<file path="src/rtl/xdl_pkg.sv">
// Package for the xor-distance lookup shortlist.
// Holds the entry type, status and action codes and register indexes.
// No dependencies.
`default_nettype none

package xdl_pkg;

    localparam int TableDepth = 32;

    // action codes
    localparam logic [1:0] ACT_ADD  = 2'd0;
    localparam logic [1:0] ACT_GET  = 2'd1;
    localparam logic [1:0] ACT_REP  = 2'd2;
    localparam logic [1:0] ACT_TRIM = 2'd3;

    // result status codes
    localparam logic [2:0] STS_OK       = 3'd0;
    localparam logic [2:0] STS_DUP      = 3'd1;
    localparam logic [2:0] STS_FULL     = 3'd2;
    localparam logic [2:0] STS_CONC     = 3'd3;
    localparam logic [2:0] STS_NONE     = 3'd4;
    localparam logic [2:0] STS_NOT_ACT  = 3'd5;

    // entry status bits
    localparam int BIT_ACTIVE = 0;
    localparam int BIT_GOOD   = 1;
    localparam int BIT_BAD    = 2;

    // configuration register indexes
    localparam logic [2:0] CFG_TGT_HI   = 3'd0;
    localparam logic [2:0] CFG_TGT_MID  = 3'd1;
    localparam logic [2:0] CFG_TGT_LO   = 3'd2;
    localparam logic [2:0] CFG_CONC     = 3'd3;
    localparam logic [2:0] CFG_CLOSEST  = 3'd4;
    localparam logic [2:0] CFG_ANN_MODE = 3'd5;
    localparam logic [2:0] CFG_ANN_KEEP = 3'd6;

    // 160-bit id
    typedef struct packed {
        logic [63:0] hi;
        logic [63:0] mid;
        logic [31:0] lo;
    } t_id;

    // one shortlist entry
    typedef struct packed {
        t_id         key;
        logic [47:0] addr;
        logic [2:0]  st;
    } t_entry;

endpackage

`default_nettype wire

</file>
<file path="src/rtl/xdl_cmp.sv">
// Shared distance compare unit: xor distance order and id equality.
// Depends on xdl_pkg.
`default_nettype none

module xdl_cmp (
    input  wire xdl_pkg::t_id i_a,
    input  wire xdl_pkg::t_id i_b,
    input  wire xdl_pkg::t_id i_target,
    output logic              o_closer,
    output logic              o_equal
);

    logic [159:0] dist_a;
    logic [159:0] dist_b;

    // distance as one unsigned 160-bit number
    assign dist_a   = i_a ^ i_target;
    assign dist_b   = i_b ^ i_target;
    assign o_closer = dist_a < dist_b;
    assign o_equal  = i_a == i_b;

endmodule

`default_nettype wire

</file>
<file path="config.mk">
export PLATFORM = sky130hd
export DESIGN_NAME = xdl_cmp
export DESIGN_NICKNAME = d
export VERILOG_FILES = /design/src/rtl/xdl_pkg.sv /design/src/rtl/xdl_cmp.sv
export SDC_FILE = /design/constraint.sdc
export NUM_CORES = 1
export LEC_CHECK = 0
export ABC_AREA = 0
export BUFFER_PORTS_ARGS = -buffer_cell sky130_fd_sc_hd__buf_2
export CORE_AREA = 2 2 187 189
export DETAILED_ROUTE_END_ITERATION = 16
export DIE_AREA = 0 0 189 191
export GPL_TIMING_DRIVEN = 0
export PLACE_DENSITY = 0.39
export SLEW_MARGIN = 20
export SYNTH_ARGS = -nofsm -noshare
export SYNTH_HDL_FRONTEND = slang
export SYNTH_SLANG_ARGS = --single-unit
</file>
<file path="constraint.sdc">
create_clock -name vclk -period 3.7
set_input_delay 0.555 -clock vclk [all_inputs]
set_output_delay 0.555 -clock vclk [all_outputs]
set_load 0.1 [all_outputs]
</file>
== Yosys cells after proc, flatten, opt, wreduce, memory -nomap -nowiden ==
Index checks and enable logic that the tools add are counted.

* Register bits after elaboration: 0
* Input bits: 480
* Word-level logic and storage cells: 4

* $lt $le $gt $ge: 1
* Equality and inequality tests: 1
* Bitwise gates (word level): 2

{| class="wikitable"
|+ Operators with widths
! cell !! count
|-
| $xor A160 B160 Y160 || 2
|-
| $eq A160 B160 Y1 || 1
|-
| $lt A160 B160 Y1 || 1
|}

== Logic depth before layout (Yosys ltp) ==
Gate-level depths: netlist of run 1.

* Word-level depth: 2
* Depth in mapped cells: 9

== Worst setup path before layout of run 1 ==
OpenSTA, ideal clock, no wires.

* Path type: in2out
* Start: in i_b[75] (netlist name)
* End: out o_closer
* Arrival time: 5,139 ps
* Data required time: 3,145 ps
* Setup slack: -1,994 ps
* Stages on the path: 9
* Buffers on the path: 0
* Path through: xor2_1 -> a21oi_1 -> or3_1 -> a211oi_1 -> a211o_1 -> a21oi_1 -> o31ai_1 -> nand4_1 -> a2111oi_1

* Longest elaborated chain between the ends: 2

{| class="wikitable"
|+ Ends and longest elaborated chain
! item !! line !! RTL
|-
| start: declaration || xdl_cmp.sv:7 || <nowiki>input wire xdl_pkg::t_id i_b,</nowiki>
|-
| $xor A160 B160 Y160 || xdl_cmp.sv:18 || <nowiki>assign dist_b = i_b ^ i_target;</nowiki>
|-
| $lt A160 B160 Y1 || xdl_cmp.sv:19 || <nowiki>assign o_closer = dist_a < dist_b;</nowiki>
|-
| end: declaration || xdl_cmp.sv:9 || <nowiki>output logic o_closer,</nowiki>
|}

No other way between the ends.

== Final worst setup path of run 1 ==
* Start: in i_b[103] (netlist name)
* End: out o_closer

The elaborated chain is that of the path after synthesis.

==> results.sh, run 1 <==
export IMPL_start_util_pct=16.80
export IMPL_core_mm2=0.03412
export IMPL_maxCapViolations=0
export IMPL_fin_crit_ns=3.560
export IMPL_clock_fmax_ghz=0.2809
export IMPL_setup_ws_ns=0.1397
export IMPL_p_leak_nw=3.947
export IMPL_synth_area_top_cells="xor2_1 (12%), nand3b_1 (9.7%), nor2b_1 (7.5%)"
export IMPL_arrival_ns=3.01
export IMPL_syn_to_final_growth_pct=55.67
export IMPL_via_per_inst=4.475
export IMPL_grt_pass1_vias=7810
export IMPL_grt_pass1_wl_um=41110
export IMPL_postRouteAntennaNets=0
export IMPL_final_hold_viol_count=0
export IMPL_io_buffer_count=482
export IMPL_endpoint_kind="output pin"
export IMPL_path_class="in -> out"
export IMPL_clkbuf_count=0
export IMPL_critPathMaxStageDelay_ns=0.57
export IMPL_slowest_stage="or4_4"
export IMPL_ir_drop_mv=0.03869
export IMPL_syn_num_nets=1306
export IMPL_seqCellArea_um2=0
export IMPL_dr_first_iter_drc_count=165
export IMPL_synth_common_cells="xor2_1 (81), nand3b_1 (74), nor2b_1 (69), nand2b_1 (60), a21oi_1 (51)"
export IMPL_status="complete, no violations"
export IMPL_hpwl_um=26750
export IMPL_die_height_um=191
export IMPL_yosysTopAreaCell="xor2_1"
export IMPL_drc=0
export IMPL_dieArea_mm2=0.03610
export IMPL_synth_most_common_cell="xor2_1"
export IMPL_min_path_type="in -> out"
export IMPL_required_ns=3.14
export IMPL_grt_use_total_pct=14.35
export IMPL_avgSynthCellArea_um2=6.941
export IMPL_drt_wirelength_per_cell_um=16.08
export IMPL_die_width_um=189
export IMPL_cp_num_buf_inv=2
export IMPL_yosysWarnings=0
export IMPL_final_core_util_pct=26.16
export IMPL_synth_distinct_cells=54
export IMPL_synth_cells=826
export IMPL_cp_start_kind="input pin"
export IMPL_grt_max_degree=6
export IMPL_drt_pass1_iterations=4
export IMPL_place_ws_ns=-0.7286
export IMPL_dpl_cell_area_mm2=0.008743
export IMPL_overflow=0
export IMPL_postCtsSetupRepairBufs=0
export IMPL_slew_headroom_pct=64.65
export IMPL_drive_gt1_share_pct=41.90
export IMPL_hold_ws_ns=1.720
export IMPL_wl_um=28470
export IMPL_cp_top_family="simple AND/OR/NAND/NOR gates"
export IMPL_synth_area_mm2=0.005733
export IMPL_num_vias=7920
export IMPL_seq_cells=0
export IMPL_seq_area_frac_synth_pct=0
export IMPL_antenna_found_initial=11
export IMPL_drv_slew=0
export IMPL_crit_fanout=3
export IMPL_yosysTopAreaCellShare_pct=12.37
export IMPL_worstPathCellList="buf_2 > xor2_2 > nor4_4 > nand2_1 > or4_4 > nor3_4 > a21boi_0 > o41ai_2 > nand4_1 > a2111oi_4 > buf_6"
export IMPL_fp_row_count=68
export IMPL_final_nets=1790
export IMPL_gp_congestion=0.8240
export IMPL_setup_viol=0
export IMPL_p_per_area_mw_per_mm2=102.3
export IMPL_ioPinCount=482
export IMPL_period_share_pct=96.22
export IMPL_hold_buffers=0
export IMPL_tightest_slew_ns=0.5255
export IMPL_stdcell_area_mm2=0.008925
==> worst paths after layout <==
check                 startpoint        to  slack (ns)  cells after the start
worst min-delay path      i_b[0]   o_equal        1.72                      5
worst max-delay path    i_b[103]  o_closer        0.14                     11
==> layer usage <==
| layer | up-vias | global-route usage, % | wire, um |
|---|---|---|---|
| met5 | - | 0 | 27 |
| met4 | 4 | 3.696 | 544 |
| met3 | 27 | 3.617 | 2322 |
| met2 | 304 | 27.75 | 14490 |
| met1 | 3460 | 15.38 | 11080 |
| li1 | 4125 | - | - |
==> cell usage in the layout, fill, tap and decap left out, types with 7 or more instances in the layout <==
master and count:
mux2i_1 33, and3_1 9, nor3_1 27, a21oi_1 50, nand4_1 14, o221ai_1 16
nand3b_1 74, or3b_2 33, nand2b_1 60, nor2b_1 69, buf_2 480, diode_2 7
nor2_1 38, o211ai_1 9, nor4_1 9, a221oi_1 16, nor3b_1 38, xor2_1 80
xnor2_1 38, and3b_1 18, o21ai_0 47, nand3_1 17, nand2_1 25, a31oi_1 8
==> cell families (layout without fill, tap and decap cells) <==
| kind of cell | after synthesis | in the layout | share of synthesized area [%] |
|---|---|---|---|
| AOI/OAI and AO/OA | 193 | 193 | 22.00 |
| xor gates and xnor gates | 119 | 119 | 18.18 |
| buffers and inverters | 6 | 488 | 0.3928 |
| muxes | 36 | 36 | 6.329 |
| other | 0 | 7 | 0 |
| and+or+nand+nor | 472 | 472 | 53.10 |
==> tightest hold or removal path, delay by kind of cell <==
kind                   cells  cell delay, ns
XOR/XNOR                   1            0.07
AND/OR/NAND/NOR            2            0.24
buffers and inverters      2            0.29
==> per-stage QoR <==
| stage | TNS, ns | power, mW | instances |
|---|---|---|---|
| detailed placement | -1.423 | 0.8976 | 1763 |
| global placement | -1.413 | 0.8845 | 1763 |
| CTS | 0 | 0.9093 | 1763 |
| finish | 0 | 0.9131 | 1770 |
| global route | -0.02043 | 1.015 | 1769 |
| floorplan | 0 | 0.4410 | 826 |
==> layout make-up <==
cell class | instances | area [um2]
inverters | 6 | 22.52
diodes | 7 | 17.52
well taps | 455 | 569.3
fillers | 3893 | 25190
multi-input cells | 820 | 5891
repair buffers | 482 | 2425
==> power breakdown <==
| group | total (mW) | switching [mW] | internal [mW] |
|---|---|---|---|
| Sequential | 0 | 0 | 0 |
| Combinational | 0.913 | 0.453 | 0.460 |
| Clock | 0.000000255 | 0 | 0.000000255 |
| Total | 0.913 | 0.453 | 0.460 |
==> what timing repair did <==
action                     4_1_cts  5_1_grt
pin swaps                        4        3
setup endpoints to repair        2        2
gates resized for setup         13       17
No activity file was read; power rests on OpenSTA's default activity.
==> inputs of run 2 (changes only) <==
--- a/config.mk
+++ b/config.mk
@@ -12,6 +12,7 @@
 export DIE_AREA = 0 0 189 191
 export GPL_TIMING_DRIVEN = 0
 export PLACE_DENSITY = 0.39
+export REMOVE_ABC_BUFFERS = 1
 export SLEW_MARGIN = 20
 export SYNTH_ARGS = -nofsm -noshare
 export SYNTH_HDL_FRONTEND = slang
==> run 2 against run 1 <==
Total power up 5.7%. Setup slack worse by 0.0022 ns. Global-route usage about the same. Cell count down 0.11%. Die area unchanged. First-iteration DRC count up 28%. Via count up 2.1%.
==> results.sh, run 2 (synthesis results as in run 1) <==
export IMPL_worstPathCellList="buf_2 > xor2_4 > nor4_4 > nand2_1 > or4_4 > nor3_4 > and3_4 > nand2_2 > nor3_2 > buf_6"
export IMPL_clock_fmax_ghz=0.2807
export IMPL_dr_first_iter_drc_count=211
export IMPL_fill_cells=3843
export IMPL_postRouteAntennaNets=0
export IMPL_final_nets=1794
export IMPL_p_leak_nw=4.035
export IMPL_hold_buffers=0
export IMPL_status="complete, no violations"
export IMPL_drc=0
export IMPL_overflow=0
export IMPL_worstSetupEndpoint="o_equal"
export IMPL_ir_drop_mv=0.04119
export IMPL_final_common_cell="buf_2"
export IMPL_ioPinCount=482
export IMPL_period_share_pct=96.28
export IMPL_maxCapViolations=0
export IMPL_slowest_stage="or4_4"
export IMPL_setup_ws_ns=0.1375
export IMPL_startpoint="i_a[103]"
export IMPL_grt_pass1_wl_um=41660
export IMPL_fin_crit_ns=3.563
export IMPL_core_mm2=0.03412
export IMPL_p_per_area_mw_per_mm2=104.2
export IMPL_multi_input_area_mm2=0.006155
export IMPL_endpoint_kind="output pin"
export IMPL_syn_to_final_growth_pct=61.50
export IMPL_required_ns=3.14
export IMPL_cp_start_kind="input pin"
export IMPL_tightest_slew_ns=0.6816
export IMPL_critPathMaxStageDelay_ns=0.57
export IMPL_setup_viol=0
export IMPL_wl_um=28390
export IMPL_via_per_inst=4.576
export IMPL_min_path_cells=5
export IMPL_die_height_um=191
export IMPL_start_util_pct=16.80
export IMPL_crit_fanout=3
export IMPL_drt_pass1_iterations=5
export IMPL_grt_pass1_vias=8011
export IMPL_fp_row_count=68
export IMPL_slew_headroom_pct=54.35
export IMPL_dieArea_mm2=0.03610
export IMPL_fin_cells=1768
export IMPL_grt_max_degree=6
export IMPL_clkbuf_count=0
export IMPL_final_hold_viol_count=0
export IMPL_drt_wirelength_per_cell_um=16.06
export IMPL_place_ws_ns=-0.5634
export IMPL_drv_slew=0
export IMPL_grt_use_total_pct=14.35
export IMPL_path_class="in -> out"
export IMPL_io_buffer_count=482
export IMPL_num_vias=8090
export IMPL_min_path_type="in -> out"
export IMPL_gp_congestion=0.8459
export IMPL_seq_cells=0
export IMPL_arrival_ns=3.01
export IMPL_die_width_um=189
export IMPL_antenna_found_initial=2
export IMPL_seqCellArea_um2=0
export IMPL_drive_gt1_share_pct=44.05
export IMPL_post_place_cells=1763
export IMPL_hpwl_um=26420
export IMPL_mostFrequentLayoutCells="buf_2 (467), nand3b_1 (74), xor2_1 (71)"
## run 2: changes by cell type in the layout (fill, tap and decap cells not counted), moves of 5 or more
cell,previous run,this run
buf_4,0,11
o21ai_1,4,9
xor2_1,80,71
buf_6,2,8
diode_2,7,1
o21ai_0,47,42
buf_2,480,467
xor2_2,1,7
## run 2: critical path, delay by kind of cell
kind                      cells  cell delay [ns]
buffers and inverters         2             0.40
xor gates and xnor gates      1             0.20
and+or+nand+nor               7             1.83
## run 2: how the worst min path moves through the flow
stage | from | end | slack, ns
final | i_a[0] | o_equal | 1.63
after global routing | i_a[0] | o_equal | 1.67
after CTS | i_a[0] | o_equal | 1.64
after detailed placement | i_a[0] | o_equal | 1.73
after global placement | i_a[0] | o_equal | 1.72
after floorplan | i_a[0] | o_equal | 1.58
## run 2: what timing repair did
action                     4_1_cts  5_1_grt
gates resized for setup         22       75
setup endpoints to repair        2        2
buffers inserted                 0        4
pin swaps                        6       28
## run 2: metrics by stage
stage          instance area, um2  hold slack [ns]  util, %  setup TNS [ns]  power (mW)
6_report                     9259            1.630    27.14               0      0.9651
5_1_grt                      9259            1.672    27.14        -0.03160       1.073
4_1_cts                      8833            1.642    25.89               0      0.9123
3_5_place_dp                 8715            1.730    25.54          -1.070      0.8959
3_3_place_gp                 8715            1.723    25.54          -1.080      0.8814
2_1_floorplan                5733            1.580        -          -3.017      0.4377
## run 2: layer usage
| layer | GRT usage, % | vias up | wire length (um) |
|---|---|---|---|
| met5 | 0 | - | 15 |
| met4 | 2.524 | 2 | 534 |
| met3 | 3.066 | 30 | 2061 |
| met2 | 27.42 | 272 | 14490 |
| met1 | 16.41 | 3661 | 11280 |
| li1 | - | 4125 | - |
## run 2: final cells by class
type | count | area share [%]
Antenna cell | 1 | 0.02703
Tap cell | 455 | 6.149
Multi-Input combinational cell | 820 | 66.47
Inverter | 6 | 0.2432
Timing Repair Buffer | 486 | 27.11
## run 2: power breakdown
part	leakage, nW	switching (mW)	internal, mW	total, mW
clock	0.00000634	0	0.0000000363	0.0000000363
sequential	0	0	0	0
combinational	4.04	0.476	0.489	0.965
total	4.04	0.476	0.489	0.965
